`config.mk`:
```
export PLATFORM = sky130hd
export DESIGN_NAME = double_to_ieee_format_encoder_unit
export DESIGN_NICKNAME = d
export VERILOG_FILES = /design/src/hdl/dtie_pkg.sv /design/src/hdl/dtie_classify.sv /design/src/hdl/dtie_align.sv /design/src/hdl/dtie_pack.sv /design/src/hdl/double_to_ieee_format_encoder_unit.sv
export SDC_FILE = /design/constraint.sdc
export NUM_CORES = 1
export LEC_CHECK = 0
export ABC_AREA = 1
export CELL_PAD_IN_SITES_DETAIL_PLACEMENT = 1
export CELL_PAD_IN_SITES_GLOBAL_PLACEMENT = 2
export CORE_MARGIN = 10
export CORE_UTILIZATION = 41
export DETAILED_ROUTE_END_ITERATION = 8
export DONT_BUFFER_PORTS = 1
export PLACE_DENSITY = 0.95
export SLEW_MARGIN = 15
export SYNTH_ARGS = -nofsm -noshare
export SYNTH_HDL_FRONTEND = slang
export SYNTH_SLANG_ARGS = --single-unit
```
`constraint.sdc`:
```
create_clock -name clock -period 10.24 [get_ports clock]
set_input_delay 2.048 -clock clock [delete_from_list [all_inputs] [get_ports clock]]
set_output_delay 2.048 -clock clock [all_outputs]
set_load 0.05 [all_outputs]
```
`src/hdl/dtie_pkg.sv`:
```
// Shared types and constants for the double to IEEE format encoder.
`default_nettype none
package dtie_pkg;

   localparam int unsigned DataWidth = 64;

   typedef enum logic [1:0] {
      FMT_HALF   = 2'd0,
      FMT_SINGLE = 2'd1,
      FMT_DOUBLE = 2'd2,
      FMT_ALT    = 2'd3
   } fmt_type;

   typedef enum logic [1:0] {
      CLS_FINITE = 2'd0,
      CLS_ZERO   = 2'd1,
      CLS_INF    = 2'd2,
      CLS_NAN    = 2'd3
   } class_type;

   // stage 1 -> stage 2: classified operand with its leading-one position
   typedef struct packed {
      logic        sign;
      class_type   cls;
      logic [1:0]  fmt;
      logic [5:0]  lead;
      logic        sub;
      logic [10:0] exp;
      logic [51:0] frac;
   } norm_type;

   // stage 2 -> stage 3: biased target exponent and aligned significand
   typedef struct packed {
      logic        sign;
      class_type   cls;
      logic [1:0]  fmt;
      logic        ovf;
      logic        unf;
      logic [6:0]  shift;
      logic [11:0] biased;
      logic [52:0] sig;
   } align_type;

endpackage : dtie_pkg
`default_nettype wire

```
`src/hdl/dtie_classify.sv`:
```
// Stage 1: split and classify the operand, find the leading one of subnormals.
`default_nettype none
module dtie_classify (
   input  wire logic                     clock,
   input  wire logic                     reset,
   input  wire logic                     advance,
   input  wire logic                     in_valid,
   input  wire logic [63:0]              in_bits,
   input  wire logic [1:0]               fmt,
   output logic                          out_valid,
   output dtie_pkg::norm_type            out_data
);

   logic               valid_ff;
   dtie_pkg::norm_type data_ff, data_in;
   logic [10:0]        e;
   logic [51:0]        f;
   logic [5:0]         p;

   assign e = in_bits[62:52];
   assign f = in_bits[51:0];

   always_comb begin
      p = 6'd0;
      for (int i = 1; i < 52; i++) begin
         if (f[i]) begin
            p = 6'(i);
         end
      end
   end

   always_comb begin
      data_in.sign = in_bits[63];
      data_in.fmt  = fmt;
      data_in.lead = p;
      data_in.sub  = (e == 11'd0);
      data_in.exp  = e;
      data_in.frac = f;
      if (e == 11'h7FF) begin
         data_in.cls = (f != 52'd0) ? dtie_pkg::CLS_NAN : dtie_pkg::CLS_INF;
      end else if (e == 11'd0 && f == 52'd0) begin
         data_in.cls = dtie_pkg::CLS_ZERO;
      end else begin
         data_in.cls = dtie_pkg::CLS_FINITE;
      end
   end

   always_ff @(posedge clock) begin
      if (reset) begin
         valid_ff <= 1'b0;
      end else if (advance) begin
         valid_ff <= in_valid;
      end
   end

   always_ff @(posedge clock) begin
      if (advance) begin
         data_ff <= data_in;
      end
   end

   assign out_valid = valid_ff;
   assign out_data  = data_ff;

endmodule : dtie_classify
`default_nettype wire

```
`src/hdl/dtie_align.sv`:
```
// Stage 2: normalize the significand and rebias the exponent for the target.
`default_nettype none
module dtie_align (
   input  wire logic                     clock,
   input  wire logic                     reset,
   input  wire logic                     advance,
   input  wire logic                     in_valid,
   input  wire dtie_pkg::norm_type       in_data,
   output logic                          out_valid,
   output dtie_pkg::align_type           out_data
);

   logic                valid_ff;
   dtie_pkg::align_type data_ff, data_in;
   logic signed [12:0]  unbiased;
   logic signed [12:0]  biased;
   logic signed [12:0]  bias;
   logic signed [12:0]  max_exp;
   logic signed [12:0]  sh;
   logic [5:0]          mbits;
   logic [52:0]         m;

   always_comb begin
      case (in_data.fmt)
         dtie_pkg::FMT_HALF: begin
            bias = 13'sd15; max_exp = 13'sd31; mbits = 6'd10;
         end
         dtie_pkg::FMT_DOUBLE: begin
            bias = 13'sd1023; max_exp = 13'sd2047; mbits = 6'd52;
         end
         default: begin
            bias = 13'sd127; max_exp = 13'sd255; mbits = 6'd23;
         end
      endcase
      if (in_data.sub) begin
         unbiased = 13'(signed'({7'd0, in_data.lead})) - 13'sd1074;
         m = 53'({1'b0, in_data.frac} << (6'd52 - in_data.lead));
      end else begin
         unbiased = 13'(signed'({2'd0, in_data.exp})) - 13'sd1023;
         m = {1'b1, in_data.frac};
      end
      biased = unbiased + bias;
      sh = 13'sd53 - 13'(signed'({7'd0, mbits})) - biased;
      data_in.sign   = in_data.sign;
      data_in.cls    = in_data.cls;
      data_in.fmt    = in_data.fmt;
      data_in.ovf    = (biased >= max_exp);
      data_in.unf    = (biased <= 13'sd0);
      data_in.shift  = (sh >= 13'sd64) ? 7'd64 : 7'(sh);
      data_in.biased = biased[11:0];
      data_in.sig    = m;
   end

   always_ff @(posedge clock) begin
      if (reset) begin
         valid_ff <= 1'b0;
      end else if (advance) begin
         valid_ff <= in_valid;
      end
   end

   always_ff @(posedge clock) begin
      if (advance) begin
         data_ff <= data_in;
      end
   end

   assign out_valid = valid_ff;
   assign out_data  = data_ff;

endmodule : dtie_align
`default_nettype wire

```
`src/hdl/dtie_pack.sv`:
```
// Stage 3: shift the mantissa into place and assemble the result pattern.
`default_nettype none
module dtie_pack (
   input  wire logic                     clock,
   input  wire logic                     reset,
   input  wire logic                     advance,
   input  wire logic                     in_valid,
   input  wire dtie_pkg::align_type      in_data,
   output logic                          out_valid,
   output logic [63:0]                   out_bits
);

   logic        valid_ff;
   logic [63:0] bits_ff, bits_in;
   logic [63:0] sign_pos, exp_ones, mant;
   logic [5:0]  mbits, tbits;
   logic [63:0] m64;

   always_comb begin
      case (in_data.fmt)
         dtie_pkg::FMT_HALF: begin
            mbits = 6'd10; tbits = 6'd15; exp_ones = 64'h0000_0000_0000_7C00;
         end
         dtie_pkg::FMT_DOUBLE: begin
            mbits = 6'd52; tbits = 6'd63; exp_ones = 64'h7FF0_0000_0000_0000;
         end
         default: begin
            mbits = 6'd23; tbits = 6'd31; exp_ones = 64'h0000_0000_7F80_0000;
         end
      endcase
      sign_pos = 64'(in_data.sign) << tbits;
      m64 = {11'd0, in_data.sig};
      if (in_data.unf) begin
         mant = in_data.shift[6] ? 64'd0 : (m64 >> in_data.shift[5:0]);
      end else begin
         mant = {12'd0, in_data.sig[51:0]} >> (6'd52 - mbits);
      end
      case (in_data.cls)
         dtie_pkg::CLS_NAN:  bits_in = exp_ones | 64'd1;
         dtie_pkg::CLS_INF:  bits_in = sign_pos | exp_ones;
         dtie_pkg::CLS_ZERO: bits_in = sign_pos;
         default: begin
            if (in_data.ovf) begin
               bits_in = sign_pos | exp_ones;
            end else if (in_data.unf) begin
               bits_in = sign_pos | mant;
            end else begin
               bits_in = sign_pos | ({52'd0, in_data.biased} << mbits) | mant;
            end
         end
      endcase
   end

   always_ff @(posedge clock) begin
      if (reset) begin
         valid_ff <= 1'b0;
      end else if (advance) begin
         valid_ff <= in_valid;
      end
   end

   always_ff @(posedge clock) begin
      if (advance) begin
         bits_ff <= bits_in;
      end
   end

   assign out_valid = valid_ff;
   assign out_bits  = bits_ff;

endmodule : dtie_pack
`default_nettype wire

```
`src/hdl/double_to_ieee_format_encoder_unit.sv`:
```
// Top level of the double to IEEE half/single/double format encoder.
// Usage:
//   req_valid/req_stall/req_value_bits carry one binary64 pattern per item.
//   rsp_valid/rsp_stall/rsp_result_bits return the re-encoded pattern,
//   right-aligned with zero upper bits, one result per item, in order.
//   csr_write_enable/csr_write_data set the target format (0 half,
//   1 single, 2 double, 3 single); write only while the block is idle.
// Pipeline: three register stages (classify, align, pack) between
//   acceptance and rsp_valid; up to three items in flight.
// Throughput: one item per cycle while the output is not stalled.
// Reset: synchronous, clears all stage valid bits and sets the format
//   to single.
// Stall: when rsp_stall is high and the output stage is full, it and
//   the full stages right before it hold; req_stall rises if all are
//   full. Nothing is lost or repeated; empty stages still fill.
`default_nettype none
module double_to_ieee_format_encoder_unit (
   input  wire logic        clock,
   input  wire logic        reset,
   input  wire logic        req_valid,
   output logic             req_stall,
   input  wire logic [63:0] req_value_bits,
   output logic             rsp_valid,
   input  wire logic        rsp_stall,
   output logic [63:0]      rsp_result_bits,
   input  wire logic        csr_write_enable,
   input  wire logic [1:0]  csr_write_data
);

   logic [1:0]          fmt_ff;
   logic                v1, v2, v3;
   logic                adv1, adv2, adv3;
   dtie_pkg::norm_type  d1;
   dtie_pkg::align_type d2;

   always_ff @(posedge clock) begin
      if (reset) begin
         fmt_ff <= dtie_pkg::FMT_SINGLE;
      end else if (csr_write_enable) begin
         fmt_ff <= csr_write_data;
      end
   end

   assign adv3 = !v3 || !rsp_stall;
   assign adv2 = adv3 || !v2;
   assign adv1 = adv2 || !v1;
   assign req_stall = !adv1;

   dtie_classify u_classify (
      .clock(clock), .reset(reset), .advance(adv1), .in_valid(req_valid),
      .in_bits(req_value_bits), .fmt(fmt_ff), .out_valid(v1), .out_data(d1)
   );

   dtie_align u_align (
      .clock(clock), .reset(reset), .advance(adv2), .in_valid(v1),
      .in_data(d1), .out_valid(v2), .out_data(d2)
   );

   dtie_pack u_pack (
      .clock(clock), .reset(reset), .advance(adv3), .in_valid(v2),
      .in_data(d2), .out_valid(v3), .out_bits(rsp_result_bits)
   );

   assign rsp_valid = v3;

endmodule : double_to_ieee_format_encoder_unit
`default_nettype wire
```
==> impl_metrics.csv <==
group,metric,value,unit
outcome,status,"completed",
sta,setup_tns,0,ns
worst_hold_path,hold_path_depth,0,
synth,synth_top_cell_by_area,"edfxtp_1",
clocking,clock-sinks,223,
synth,synth.avg_cell_area,7.18,µm²
cells_and_area,drive_gt1_share,4.93,%
detailed_routing,post_drt_wl_per_cell,25.6,µm
cells_and_area,antenna_cells,0,
detailed_routing,dr.pass1.iters,6,
die,fp.dieW,230,µm
synth,synth_top_area_share,36.2,%
clocking,htree_levels,1,
clocking,cts_setup_buffers,0,
detailed_routing,vias,17961,
worst_setup_path,crit_family,"buffers and inverters",
job,drv_cap,0,
worst_hold_path,min_to,"u_classify.out_data[70]",
worst_setup_path,reg2reg_from,"u_classify.out_data[63]",
die,core.rowCount,76,
synth,synth_edf_count,218,
power_and_ir_drop,ir_drop,0.140,mV
place,place_area,18600,µm²
synth,syn-cell-area,18100,µm²
worst_setup_path,crit_type,"input pin to output port",
place,gp_congestion,0.961,
worst_setup_path,crit_required,8.19,ns
place,port_buffers,0,
cells_and_area,design_area,19300,µm²
grt,grt_overflow,0,
synth,synth_warnings,0,
clocking,cts_buffers,25,
clocking,clk_pin_slew,0.07,ns
worst_setup_path,crit_path_top_delay_cell,"buf_4",
die,io_pins,137,
worst_setup_path,max_stage_delay,0.71,ns
worst_setup_path,cp-start-kind,"input pin",
worst_hold_path,hp-class,"flip-flop to flip-flop",
worst_setup_path,critical_path_arrival,4.13,ns
sta,timing.fmax,0.162,GHz
worst_setup_path,r2r_setup_slack,5.27,ns
worst_setup_path,reg2reg_to,"u_align.out_data[67]",
synth,synthArstFlopShare,0,%
sta,finClkSkew,0.0181,ns
detailed_routing,drt_wl_total,77.7,mm
worst_setup_path,rr_worst_depth,23,
detailed_routing,drc,0,
sta,final-hold-violation-count,0,
worst_setup_path,crit_buf_inv,3,
die,start_util,41.7,%
grt,grt_antenna_before_repair,0,
synth,synth.distinct_cells,50,
synth,synthCells,2520,
synth,synth_ff_type,"edfxtp_1",
cells_and_area,fin_cells,3037,
power_and_ir_drop,powerDensity,192,nW/µm²
detailed_routing,via_per_inst,5.91,
sta,period_needed,6.18,ns
clocking,clock_latency,0.57,ns
synth,synthesis.nets,2627,
clocking,cts_buffer_depth,3,
grt,grt_pass1_vias,18200,
power_and_ir_drop,power_leakage,8.62,nW
cells_and_area,syn_to_final_growth,6.84,%
sta,drv_slew,0,
sta,worst_pin_slew,1.05,ns
die,die_area,52900,µm²
synth,seq_area_frac_synth,36.7,%
clocking,cts_tree,"done",
sta,relSlewSlack,30.0,%
clocking,cts_hold_buf,0,
sta,finalSetupViolCount,0,
die,fp.dieH,230,µm
synth,synthTopCellsByArea,"edfxtp_1 36%, nand2_1 15%, o21ai_0 7.0%, mux2i_1 6.2%, inv_1 5.1%",
sta,rsz0062_at_grt,"false",
place,hpwl,61.9,mm
sta,final.period_utilization,60.4,%
grt,grt_pass1_wl,115,mm
place,dp_cells,2991,
worst_setup_path,crit_path_end_kind,"output port",
die,design.core.area,43400,µm²
synth,ys_ff_latch,223,
cells_and_area,nets,2540,
worst_setup_path,cp_max_fo,81,
grt,grt_usage,28.2,%
cells_and_area,final_cell_mix,"703 x nand2_1, 253 x o21ai_0, 245 x inv_1",
detailed_routing,drt_iter0_drc,1300,
grt,grt_max_degree,87,
worst_setup_path,cp_cell_sequence,"nand2_2 > buf_4 > nor2_1 > inv_2 > buf_4 > nor2_1",
clocking,cts_resized,0,
clocking,cts-root-buf,"clkbuf_16",
cells_and_area,final_common_cell,"nand2_1",
worst_hold_path,hp-start,"fmt_ff[0]",
detailed_routing,drtAntennaViolNets,0,
[layer usage]
metal	up-vias	GRT usage [%]	part of all wire, %
met5	-	0	0
met4	0	12.5	4.7
met3	117	2.92	4.5
met2	552	49.0	49
met1	8829	34.8	42
li1	8463	-	-
[Yosys cell counts, types with 4 or more instances]
cell type and count:
a31oi_1 17, xor2_1 19, a21oi_1 103, o221ai_1 33, nor4_1 5, nand4_1 12, edfxtp_1 218, o21ai_0 253
o22ai_1 61, mux2i_1 112, o31ai_1 5, o21ai_1 97, inv_2 26, or2_1 5, ha_1 35, a32oi_1 5
nand3_1 87, inv_1 248, a22oi_1 13, a211oi_1 8, clkbuf_1 124, or2_2 4, nor2_1 187, nor3_1 12
dfxtp_1 5, o2111ai_1 8, nand2_1 704, o21bai_1 6, xnor2_1 5, bufinv_8 6, a221oi_1 11, o211ai_1 35
buf_1 23
[report_power, final]
| group | internal [mW] | switching [mW] | total [mW] |
|---|---|---|---|
| Clock | 0.466 | 0.377 | 0.844 |
| Sequential | 1.11 | 0.218 | 1.33 |
| Combinational | 0.423 | 1.12 | 1.54 |
| Total | 2.00 | 1.71 | 3.71 |
[kinds of logic (layout without fill, tap and decap cells)]
logic type | count (synthesis) | after routing | share of synthesized area, %
adder cells (fa/ha/maj) | 36 | 36 | 2.53
multiplexers | 113 | 113 | 6.26
buffers and inverters | 432 | 364 | 9.44
XOR/XNOR | 24 | 24 | 1.16
AO/OA/AOI/OAI | 671 | 671 | 21.5
AND/OR/NAND/NOR | 1021 | 1021 | 22.3
flip-flops | 223 | 223 | 36.7
[flip-flops by register name, summed over array words and instances, names as in the netlist]
signal,flops
u_align.out_valid,1
fmt_ff,2
u_classify.out_valid,1
u_classify.out_data,75
u_pack.out_valid,1
u_pack.out_bits,64
u_align.out_data,79
[through the flow]
stage	setup WS (ns)	power [mW]	utilization, %	hold WS (ns)
after floorplan	2.21	2.27	-	0.400
after global placement	4.06	2.84	42.8	0.416
after detailed placement	3.97	2.85	42.8	0.424
after CTS	3.97	3.70	44.6	0.438
after global routing	3.78	3.88	44.6	0.444
final	4.06	3.71	44.6	0.438
[final cells by class]
| type | instances | area [µm²] |
|---|---|---|
| fillers | 5520 | 24000 |
| inverters | 282 | 1140 |
| repair buffers | 36 | 270 |
| well taps | 585 | 732 |
| flip-flops and latches | 223 | 6650 |
| clock inverters | 14 | 88.8 |
| multi-input cells | 1865 | 9770 |
| clock buffers | 32 | 672 |
[how the worst max path moves through the flow]
stage	from	end	slack [ns]	cells after the start
floorplan	rsp_stall	u_classify.out_data[0]	2.21	5
global placement	rsp_stall	req_stall	4.06	6
detailed placement	rsp_stall	req_stall	3.97	6
CTS	rsp_stall	req_stall	3.97	6
global route	rsp_stall	req_stall	3.78	6
finish	rsp_stall	req_stall	4.06	6
[worst reg2reg max path, cell delays in order, from the launching register on]
cell      delay (ns)
edfxtp_1        0.33
buf_4           0.45
inv_2           0.46
o21ai_1         0.36
nand3b_1        0.20
o21ai_1         0.07
nand2_1         0.10
a21oi_1         0.07
o21bai_1        0.21
xor2_1          0.32
ha_1            0.35
a21oi_1         0.16
o21ai_0         0.13
a21oi_1         0.23
inv_1           0.10
a21oi_1         0.14
o21bai_1        0.13
a21oi_1         0.18
nor2_1          0.06
nor2_1          0.13
xnor2_1         0.15
nand2_1         0.18
o21ai_1         0.15
a21oi_1         0.06
No activity file was read; power rests on OpenSTA's default activity.
